`src/hw/rtl/uce_pkg.sv`:
```
`default_nettype none
// ----------------------------------------------------------------------------
// uce_pkg
// Shared types, constants and helper functions of the unicode escape to
// code page 866 decoder.
// ----------------------------------------------------------------------------
package uce_pkg;

  localparam logic [7:0]  CH_BACKSLASH = 8'd92;
  localparam logic [7:0]  CH_U         = 8'd117;

  localparam logic [15:0] CODE_IO      = 16'd1025;
  localparam logic [15:0] CODE_YO      = 16'd1105;
  localparam logic [15:0] CODE_SPLIT   = 16'd1088;
  localparam logic [15:0] OFS_LOW      = 16'd912;
  localparam logic [15:0] OFS_HIGH     = 16'd864;
  localparam logic [7:0]  CP_IO        = 8'd240;
  localparam logic [7:0]  CP_YO        = 8'd241;

  localparam int unsigned FIFO_DEPTH   = 3;
  localparam int unsigned FIFO_AW      = 2;

  typedef enum logic [2:0] {
    PH_NORMAL = 3'd0,
    PH_BSLASH = 3'd1,
    PH_HEX0   = 3'd2,
    PH_HEX1   = 3'd3,
    PH_HEX2   = 3'd4,
    PH_HEX3   = 3'd5
  } phase_t;

  typedef struct packed {
    phase_t      phase;
    logic [15:0] code_accum;
    logic        digits_valid;
  } dec_state_t;

  typedef struct packed {
    logic [7:0] data;
    logic       last;
  } out_word_t;

  typedef struct packed {
    logic [1:0] n;
    out_word_t  w0;
    out_word_t  w1;
  } step_res_t;

  typedef struct packed {
    logic [1:0] count;
  } fifo_stat_t;

  typedef struct packed {
    logic       ok;
    logic [3:0] val;
  } hex_t;

  function automatic hex_t hex_value(input logic [7:0] b);
    hex_t h;
    h.ok  = 1'b1;
    h.val = 4'd0;
    if (b inside {[8'd48:8'd57]}) begin
      h.val = 4'(b - 8'd48);
    end else if (b inside {[8'd97:8'd102]}) begin
      h.val = 4'(b - 8'd87);
    end else if (b inside {[8'd65:8'd70]}) begin
      h.val = 4'(b - 8'd55);
    end else begin
      h.ok = 1'b0;
    end
    return h;
  endfunction

  function automatic logic [7:0] map_code(input logic [15:0] v);
    logic [15:0] d;
    if (v == CODE_IO) begin
      return CP_IO;
    end else if (v == CODE_YO) begin
      return CP_YO;
    end else begin
      d = (v < CODE_SPLIT) ? (v - OFS_LOW) : (v - OFS_HIGH);
      return d[7:0];
    end
  endfunction

endpackage
`default_nettype wire

```
`src/hw/rtl/uce_stream_if.sv`:
```
`default_nettype none
// ----------------------------------------------------------------------------
// uce_in_if / uce_out_if
// Valid/ready stream channels for the escaped text and the decoded bytes.
// ----------------------------------------------------------------------------
interface uce_in_if;
  logic       valid;
  logic       ready;
  logic [7:0] in_byte;
  logic       in_last;
  modport source (output valid, output in_byte, output in_last, input ready);
  modport sink   (input valid, input in_byte, input in_last, output ready);
endinterface

interface uce_out_if;
  logic       valid;
  logic       ready;
  logic [7:0] out_byte;
  logic       out_last;
  modport source (output valid, output out_byte, output out_last, input ready);
  modport sink   (input valid, input out_byte, input out_last, output ready);
endinterface
`default_nettype wire

```
`src/hw/rtl/uce_step.sv`:
```
`default_nettype none
// ----------------------------------------------------------------------------
// uce_step
// Next decoder state and up to two output words for one input byte.
// ----------------------------------------------------------------------------
module uce_step import uce_pkg::*; (
  input  wire dec_state_t  cur,
  input  wire logic [7:0]  in_byte,
  input  wire logic        in_last,
  output dec_state_t       nxt,
  output step_res_t        res
);

  hex_t        h;
  logic [15:0] acc_new;

  always_comb begin
    h       = hex_value(in_byte);
    acc_new = cur.code_accum;
    nxt     = cur;
    res     = '0;

    case (cur.phase)
      PH_BSLASH: begin
        if (in_byte == CH_U) begin
          nxt.code_accum   = '0;
          nxt.digits_valid = 1'b1;
          if (in_last) begin
            res.n    = 2'd1;
            res.w0   = '{data: map_code(16'd0), last: 1'b1};
            nxt.phase = PH_NORMAL;
          end else begin
            nxt.phase = PH_HEX0;
          end
        end else begin
          // release the held backslash, then treat the byte as plain text
          res.w0 = '{data: CH_BACKSLASH, last: 1'b0};
          res.n  = 2'd1;
          if (in_byte == CH_BACKSLASH && !in_last) begin
            nxt.phase = PH_BSLASH;
          end else begin
            res.w1    = '{data: in_byte, last: in_last};
            res.n     = 2'd2;
            nxt.phase = PH_NORMAL;
          end
        end
      end
      PH_HEX0, PH_HEX1, PH_HEX2, PH_HEX3: begin
        if (cur.digits_valid && h.ok) begin
          acc_new = {cur.code_accum[11:0], h.val};
        end else begin
          nxt.digits_valid = 1'b0;
        end
        nxt.code_accum = acc_new;
        if (cur.phase == PH_HEX3 || in_last) begin
          res.n     = 2'd1;
          res.w0    = '{data: map_code(acc_new), last: in_last};
          nxt.phase = PH_NORMAL;
        end else begin
          case (cur.phase)
            PH_HEX0: nxt.phase = PH_HEX1;
            PH_HEX1: nxt.phase = PH_HEX2;
            default: nxt.phase = PH_HEX3;
          endcase
        end
      end
      default: begin
        if (in_byte == CH_BACKSLASH && !in_last) begin
          nxt.phase = PH_BSLASH;
        end else begin
          res.n     = 2'd1;
          res.w0    = '{data: in_byte, last: in_last};
          nxt.phase = PH_NORMAL;
        end
      end
    endcase

    if (in_last) begin
      nxt.phase        = PH_NORMAL;
      nxt.code_accum   = '0;
      nxt.digits_valid = 1'b1;
    end
  end

endmodule
`default_nettype wire

```
`src/hw/rtl/uce_out_fifo.sv`:
```
`default_nettype none
// ----------------------------------------------------------------------------
// uce_out_fifo
// Three-word result queue; takes up to two words per cycle, gives one.
// ----------------------------------------------------------------------------
module uce_out_fifo import uce_pkg::*; (
  input  wire logic      clk,
  input  wire logic      rst_n,
  input  wire step_res_t push,
  input  wire logic      pop,
  output out_word_t      head_word,
  output logic           not_empty,
  output fifo_stat_t     stat
);

  out_word_t          mem_r [FIFO_DEPTH];
  logic [FIFO_AW-1:0] head_r, head_nxt;
  logic [FIFO_AW-1:0] tail_r, tail_nxt;
  logic [1:0]         count_r, count_nxt;

  function automatic logic [FIFO_AW-1:0] wrap_inc(input logic [FIFO_AW-1:0] p);
    return (p == FIFO_AW'(FIFO_DEPTH - 1)) ? '0 : p + 1'b1;
  endfunction

  always_comb begin
    head_nxt  = pop ? wrap_inc(head_r) : head_r;
    case (push.n)
      2'd1:    tail_nxt = wrap_inc(tail_r);
      2'd2:    tail_nxt = wrap_inc(wrap_inc(tail_r));
      default: tail_nxt = tail_r;
    endcase
    count_nxt = count_r + push.n - {1'b0, pop};
  end

  always_ff @(posedge clk) begin
    if (!rst_n) begin
      head_r  <= '0;
      tail_r  <= '0;
      count_r <= '0;
    end else begin
      head_r  <= head_nxt;
      tail_r  <= tail_nxt;
      count_r <= count_nxt;
    end
  end

  always_ff @(posedge clk) begin
    if (push.n != 2'd0) begin
      mem_r[tail_r] <= push.w0;
    end
    if (push.n == 2'd2) begin
      mem_r[wrap_inc(tail_r)] <= push.w1;
    end
  end

  assign head_word  = mem_r[head_r];
  assign not_empty  = (count_r != 2'd0);
  assign stat.count = count_r;

endmodule
`default_nettype wire

```
`src/hw/rtl/unicode_escape_to_cp866_unit.sv`:
```
`default_nettype none
// ----------------------------------------------------------------------------
// unicode_escape_to_cp866_unit
// Decodes backslash-u hex escapes in a byte stream to code page 866 bytes.
// ----------------------------------------------------------------------------
// Results are registered in the result queue and offered in input order.
// Throughput: one input word per cycle while each word gives at most one
// result and out_ch is not stalled; a word with two results (backslash not
// followed by 'u') holds off input, as the output port gives one per cycle.
// Reset (rst_n low, synchronous): decoder returns to plain text, nothing
// held, escape value zero; the result queue is emptied.
module unicode_escape_to_cp866_unit import uce_pkg::*; (
  input  wire logic  clk,
  input  wire logic  rst_n,
  uce_in_if.sink     in_ch,
  uce_out_if.source  out_ch
);

  // decoder state: phase, escape value being built, digit run still valid
  dec_state_t state_r, state_nxt;
  step_res_t  step_res;
  step_res_t  push;
  fifo_stat_t fq_stat;
  out_word_t  head_word;
  logic       fq_not_empty;
  logic       in_acc;
  logic       out_acc;

  // take a word only when the queue has room for two results
  assign in_ch.ready = (fq_stat.count <= 2'd1);
  assign in_acc      = in_ch.valid && in_ch.ready;
  assign out_acc     = out_ch.valid && out_ch.ready;

  uce_step u_step (
    .cur     (state_r),
    .in_byte (in_ch.in_byte),
    .in_last (in_ch.in_last),
    .nxt     (state_nxt),
    .res     (step_res)
  );

  // push nothing when no word is taken
  always_comb begin
    push = step_res;
    if (!in_acc) begin
      push.n = 2'd0;
    end
  end

  // advance the decoder state only on an accepted word
  always_ff @(posedge clk) begin
    if (!rst_n) begin
      state_r <= '{phase: PH_NORMAL, code_accum: 16'd0, digits_valid: 1'b1};
    end else if (in_acc) begin
      state_r <= state_nxt;
    end
  end

  // results wait here, so the input side keeps moving while output stalls
  uce_out_fifo u_fifo (
    .clk       (clk),
    .rst_n     (rst_n),
    .push      (push),
    .pop       (out_acc),
    .head_word (head_word),
    .not_empty (fq_not_empty),
    .stat      (fq_stat)
  );

  assign out_ch.valid    = fq_not_empty;
  assign out_ch.out_byte = head_word.data;
  assign out_ch.out_last = head_word.last;

  // every final byte produces at least one result
  a_last_emits: assert property (@(posedge clk) disable iff (!rst_n)
    (in_acc && in_ch.in_last) |-> (step_res.n != 2'd0))
    else $error("final input word produced no result");

  // the string end always brings the decoder back to plain text
  a_last_resets: assert property (@(posedge clk) disable iff (!rst_n)
    (in_acc && in_ch.in_last) |=> (state_r.phase == PH_NORMAL &&
                                   state_r.code_accum == 16'd0 &&
                                   state_r.digits_valid))
    else $error("decoder state not cleared after final word");

  // queue never overfills: count can only grow when there was room
  a_fifo_room: assert property (@(posedge clk) disable iff (!rst_n)
    (fq_stat.count == 2'd3) |-> $past(fq_stat.count) != 2'd3 || !$past(in_acc))
    else $error("result queue overflow");

  // a two-result step only follows a held backslash
  a_two_only_bslash: assert property (@(posedge clk) disable iff (!rst_n)
    (in_acc && step_res.n == 2'd2) |-> (state_r.phase == PH_BSLASH))
    else $error("two results outside a held backslash");

endmodule
`default_nettype wire

```
`src/flat_wrapper.sv`:
```
// flat-port wrapper written by rule: the top's interface ports become plain ports
module unicode_escape_to_cp866_unit_flat import uce_pkg::*;
  (clk, rst_n, in_ch_valid, in_ch_in_byte, in_ch_in_last, in_ch_ready, out_ch_valid, out_ch_out_byte, out_ch_out_last, out_ch_ready);
  uce_in_if in_ch_i ();
  uce_out_if out_ch_i ();
  input  wire logic clk;
  input  wire logic rst_n;
  input wire logic [$bits(in_ch_i.valid)-1:0] in_ch_valid;
  input wire logic [$bits(in_ch_i.in_byte)-1:0] in_ch_in_byte;
  input wire logic [$bits(in_ch_i.in_last)-1:0] in_ch_in_last;
  output wire logic [$bits(in_ch_i.ready)-1:0] in_ch_ready;
  output wire logic [$bits(out_ch_i.valid)-1:0] out_ch_valid;
  output wire logic [$bits(out_ch_i.out_byte)-1:0] out_ch_out_byte;
  output wire logic [$bits(out_ch_i.out_last)-1:0] out_ch_out_last;
  input wire logic [$bits(out_ch_i.ready)-1:0] out_ch_ready;
  assign in_ch_i.valid = in_ch_valid;
  assign in_ch_i.in_byte = in_ch_in_byte;
  assign in_ch_i.in_last = in_ch_in_last;
  assign in_ch_ready = in_ch_i.ready;
  assign out_ch_valid = out_ch_i.valid;
  assign out_ch_out_byte = out_ch_i.out_byte;
  assign out_ch_out_last = out_ch_i.out_last;
  assign out_ch_i.ready = out_ch_ready;
  unicode_escape_to_cp866_unit u_core (.clk(clk), .rst_n(rst_n), .in_ch(in_ch_i), .out_ch(out_ch_i));
endmodule
```
`config.mk`:
```
export PLATFORM = sky130hd
export DESIGN_NAME = unicode_escape_to_cp866_unit_flat
export DESIGN_NICKNAME = d
export VERILOG_FILES = /design/src/hw/rtl/uce_pkg.sv /design/src/hw/rtl/uce_stream_if.sv /design/src/hw/rtl/uce_step.sv /design/src/hw/rtl/uce_out_fifo.sv /design/src/hw/rtl/unicode_escape_to_cp866_unit.sv /design/src/flat_wrapper.sv
export SDC_FILE = /design/constraint.sdc
export NUM_CORES = 1
export LEC_CHECK = 0
export ABC_AREA = 0
export BUFFER_PORTS_ARGS = -buffer_cell sky130_fd_sc_hd__buf_2
export CAP_MARGIN = 20
export CORE_MARGIN = 2
export CORE_UTILIZATION = 50
export CTS_BUF_LIST = sky130_fd_sc_hd__clkbuf_2
export DETAILED_ROUTE_END_ITERATION = 16
export GPL_TIMING_DRIVEN = 1
export PLACE_DENSITY = 0.67
export RECOVER_POWER = 25
export REMOVE_ABC_BUFFERS = 1
export SETUP_SLACK_MARGIN = 0.3
export SLEW_MARGIN = 15
export SYNTH_ARGS = -nofsm -noshare
export SYNTH_HDL_FRONTEND = slang
export SYNTH_HIERARCHICAL = 1
export SYNTH_SLANG_ARGS = --single-unit
```
`constraint.sdc`:
```
create_clock -name clk -period 4.4 [get_ports clk]
set_clock_uncertainty 0.05 [all_clocks]
set_input_delay 1.1 -clock clk [delete_from_list [all_inputs] [get_ports clk]]
set_output_delay 1.1 -clock clk [all_outputs]
set_load 0.02 [all_outputs]
```
Word level (Yosys, flattened, before mapping)
Memory sizes are Yosys's and may differ from the RTL's. A register that Yosys moved wholly into a read port is not among the register bits.
Cells that the tools add are included.
Operators by class
  $add $sub $neg: 10
  $lt $le $gt $ge: 8
  eq/ne operators: 16
  multiplexer cells: 40
  reductions and logical operators: 16
Operators with widths (count)
  17-bit case mux with 2 select lines: 1
  16-bit by 11-bit == test with 1-bit output, second input constant: 2
  16-bit 2-to-1 mux: 2
  10-bit 2-to-1 mux: 3
  9-bit 2-to-1 mux: 3
  8-bit 2-to-1 mux: 3
  11-bit case mux with 2 select lines: 1
  20-bit 2-to-1 mux: 1
  17-bit 2-to-1 mux: 1
  8-bit by 7-bit == test with 1-bit output, second input constant: 2
  8-bit by 7-bit greater-or-equal comparator with 1-bit output, second input constant: 2
  8-bit by 7-bit less-or-equal comparator with 1-bit output, second input constant: 2
  16-bit by 11-bit < comparator with 1-bit output, second input constant: 1
  2-bit 2-to-1 mux: 8
  4-bit 2-to-1 mux: 3
  3-bit case mux with 2 select lines: 2
  11-bit 2-to-1 mux: 1
  1-bit 2-to-1 mux: 9
  2-bit == test, second input constant: 4
  8-bit by 6-bit greater-or-equal comparator with 1-bit output, second input constant: 1
  8-bit by 6-bit less-or-equal comparator with 1-bit output, second input constant: 1
  4-bit by 3-bit subtractor with 4-bit output, second input constant: 2
  8-bit by 7-bit subtractor with 8-bit output, second input constant: 1
  8-bit subtractor, second input constant: 1
  20 further kinds: 33
Word-level totals
  flip-flop bits (word level): 26
  RAM bits: 27
  output and inout port bits: 11
  memories: 1
Memories
  u_core.u_fifo.mem_r: words 3, width 9, rd ports 1, clocked after memory_dff 1, write ports 2, line uce_out_fifo.sv:16  | out_word_t mem_r [FIFO_DEPTH];

Longest topological paths before layout
  depth in word-level cells: 18
  depth in mapped cells: 16

Hierarchy
The synthesis kept the hierarchy.
Modules (own cells, without submodules)
  uce_out_fifo: instances 1, cells each 131, area each 1816.7 µm²
  uce_step: instances 1, cells each 204, area each 1441.4 µm²
  unicode_escape_to_cp866_unit: instances 1, cells each 92, area each 853.3 µm²

Worst setup path before layout
Ideal clock, no wire load.
  kind: input-to-reg
  start point: input port in_ch_in_byte[1]
  end point: memory u_core/u_fifo/mem_r[1][5] (netlist name) (data pin)
  library setup time: 0.260 ns
  data arrival time: 3.839 ns
  setup slack: 0.251 ns
  stages: 16
  path buffers: 2
  cell sequence: inv_1 -> ha_1 -> or3b_4 -> and4_1 -> buf_6 -> nor2_4 -> buf_6 -> mux2i_4 -> inv_1 -> ha_1 -> nand2_1 -> a2111oi_0 -> or2_2 -> a21oi_1 -> o211ai_1 -> mux2_2
RTL lines
  from (decl): line flat_wrapper.sv:9  | input wire logic [$bits(in_ch_i.in_byte)-1:0] in_ch_in_byte;
  to (decl): line uce_out_fifo.sv:16

==> out/qor.json <==
{
  "routed_wirelength_um": 8780,
  "final.period_utilization_pct": 91.0,
  "synth_seq_area_share_pct": 33.4,
  "drv_cap": 1,
  "grt_pass1_vias": 2916,
  "setup_violations": 0,
  "diodes": 0,
  "pin_count": 24,
  "global_route_wire_length_before_repair_um": 14600,
  "initialDrtViolationCount": 160,
  "hp-class": "flop to flop",
  "residual_overflow_from_global_routing": 0,
  "floorplan.die_area_um2": 8960,
  "finalPower_uw": 1240,
  "floorplan.die.width_um": 94.7,
  "vias": 3207,
  "nets": 475,
  "crit_chain": "buf_2 > inv_1 > ha_1 > or3b_4 > and4_1 > nor2_1 > mux2i_4 > inv_1 > ha_1 > nand2_1 > a2111oi_0 > or2_2 > a21oi_1 > o211ai_1 > mux2_2",
  "final_util_pct": 53.7,
  "tightest_slew_ns": 1.79,
  "critPathKind": "input pin to flop",
  "power_density_nw_per_um2": 284,
  "leakagePower_uw": 0.00175,
  "vdd_drop_max_mv": 0.115,
  "postCtsResizedCells": 0,
  "main_flop_type_after_synthesis": "dfxtp_1",
  "core.rowCount": 33,
  "arrival_ns": 4.21,
  "worst_slew_margin_rel_pct": -19.1,
  "number_of_fill_cells_in_the_layout": 756,
  "hpwl_um": 6540,
  "outcome": "complete, but fails checks",
  "avgViaCountPerCell": 5.79,
  "place_congestion": 0.893,
  "worst_setup_hold_path_clk_slew_ns": 0.29,
  "slew_viol_final": 46,
  "post_synthesis_register_bit_count": 55,
  "cts.repair_timing.setup_buffer_count": 0,
  "timing.final.crit_period_ns": 4.00,
  "die_height_um": 94.7,
  "post_dp_cell_area_um2": 4300,
  "achievable-frequency_mhz": 250,
  "clockBufferDepth": 2,
  "timing.final.hold_violations": 0,
  "cts_max_level": 2,
  "post_route_cells_drive_above_1_share_pct": 20.3,
  "failing_checks": "capacitance limit, slew limit",
  "crit_path_end_kind": "flop",
  "floorplan.core_area_um2": 8090,
  "tritoncts": "built",
  "grt_util_all_layers_pct": 20.6,
  "holdWs_ns": 0.443,
  "grt_setup_unrepaired": "no",
  "async_reset_ff_share_pct": 0,
  "cts_sinks": 55,
  "postSynthCellCount": 427,
  "tritoncts.num_buffers": 5,
  "port_buffers": 23,
  "worst-path-max-fanout": 5,
  "yosys_warnings": 6,
  "synth-edff-count": 27,
  "critPathLaunchType": "input pin",
  "detail_route.wl_per_cell_um": 15.9,
  "largest_net_degree_at_the_start_of_global_routing": 46,
  "final.setup.tns_ns": 0,
  "grt_antenna_before_repair": 0,
  "insertion_delay_ns": 0.46,
  "mappedNetlistArea_um2": 4110,
  "timing.critical_path.slowest_stage_cell": "or3b_4",
  "cts_root_buffer": "clkbuf_2",
  "cts_hold_buf": 0,
  "post_synth.cell_area_avg_um2": 9.63,
  "worst_path_largest_cell_delay_ns": 0.39,
  "initial_utilization_pct": 50.8,
  "drtPass1Iterations": 4,
  "drc": 0,
  "area_delta_synth_final_pct": 5.72,
  "synth_cell_types": 77,
  "design_area_um2": 4350,
  "antenna_violating_nets_left": 0,
  "crit_required_ns": 4.61
}
==> cell usage in the layout, fill, tap and decap left out, types with 3 or more instances in the layout <==
cell / synthesis / final
clkbuf_2: 0 / 6
o211ai_1: 4 / 4
xnor2_1: 4 / 4
nand3_1: 9 / 9
a21oi_1: 10 / 10
clkbuf_1: 9 / 5
a22o_1: 12 / 12
mux2i_1: 33 / 33
inv_1: 17 / 17
nor3_1: 7 / 7
mux2_2: 11 / 11
buf_4: 2 / 12
nor2_1: 11 / 12
edfxtp_1: 27 / 27
nor2b_1: 6 / 6
o21ai_1: 4 / 3
ha_1: 14 / 14
buf_2: 4 / 20
a21o_1: 3 / 3
o21ai_0: 23 / 24
o21a_1: 4 / 4
nand2_1: 72 / 72
mux2_4: 17 / 17
and2_1: 14 / 12
or3_1: 5 / 5
nor4_1: 5 / 5
nand2b_1: 5 / 5
dfxtp_1: 28 / 28
==> critical path, delay by kind of cell <==
family	cells	cell delay (ns)
AOI/OAI and AO/OA	3	0.50
adders and majority gates	2	0.39
buffers and inverters	3	0.31
muxes	2	0.60
and+or+nand+nor	5	1.30
==> power by group <==
part | total (µW) | leakage (µW) | internal (µW) | switching (µW)
sequential | 637 | 0.000477 | 593 | 43.3
combinational | 335 | 0.00123 | 146 | 189
clock | 265 | 0.0000392 | 97.8 | 167
total | 1240 | 0.00175 | 837 | 399
==> cell families (layout without fill, tap and decap cells) <==
kind of cell / Yosys count / in the layout / synth area share [%]
and+or+nand+nor: 163 / 163 / 22.4
AOI/OAI and AO/OA: 85 / 85 / 14.9
muxes: 62 / 62 / 17.8
DFF: 55 / 55 / 33.4
buffers and inverters: 42 / 64 / 5.99
adders and majority gates: 14 / 14 / 4.26
xor gates and xnor gates: 6 / 6 / 1.28
==> state kept, by name, summed over array words and instances, names as in the netlist, named ones only <==
signal,count
u_core/state_r,20
u_core/u_fifo/head_r,2
u_core/u_fifo/mem_r,27
u_core/u_fifo/stat,2
u_core/u_fifo/tail_r,2
==> layout make-up <==
| class | instances | area (µm²) | area share [%] |
|---|---|---|---|
| inverters | 18 | 67.6 | 1.55 |
| multi-input cells | 330 | 2480 | 57.1 |
| clock buffers | 6 | 30.0 | 0.691 |
| well taps | 105 | 131 | 3.02 |
| flip-flops and latches | 55 | 1370 | 31.5 |
| clock inverters | 2 | 37.5 | 0.864 |
| repair buffers | 38 | 229 | 5.27 |
==> per-layer routing <==
layer | share of wire (%) | up-vias | track usage (%) | routed length (µm)
met4 | 1.1 | 0 | 5.19 | 101
met5 | 0 | - | 0 | 0
met1 | 46 | 1535 | 27.2 | 4040
met3 | 3.2 | 10 | 2.95 | 278
li1 | - | 1595 | - | -
met2 | 50 | 67 | 35.3 | 4370
==> metrics by stage <==
stage                     setup slack [ns]  std cells
after detailed placement            0.0535        546
after global placement               0.147        546
final                                0.397        554
after floorplan                      0.208        403
after CTS                            0.580        554
after global routing                 0.231        554
==> final timing paths <==
kind	startpoint	to	slack [ns]	cells past startpoint
setup reg to reg	u_core/state_r[18]	u_core/u_fifo/mem_r[1][0]	1.09	7
hold reg to reg	u_core/state_r[16]	u_core/state_r[16]	0.44	2
hold / removal	u_core/state_r[16]	u_core/state_r[16]	0.44	2
setup / recovery	in_ch_in_byte[1]	u_core/u_fifo/mem_r[1][5]	0.40	15
==> cell usage after synthesis, types with 8 or more instances <==
cell,n,area [µm²]
nor2_1,11,41.3
nand3_1,9,45.0
ha_1,14,175
dfxtp_1,28,561
clkbuf_1,9,33.8
a22o_1,12,105
inv_1,17,63.8
mux2_4,17,255
o21ai_0,23,115
edfxtp_1,27,811
and2_1,14,87.6
a21oi_1,10,50.1
buf_6,8,90.1
mux2_2,11,124
mux2i_1,33,330
nand2_1,72,270
Power figures use the tool's default switching activity.
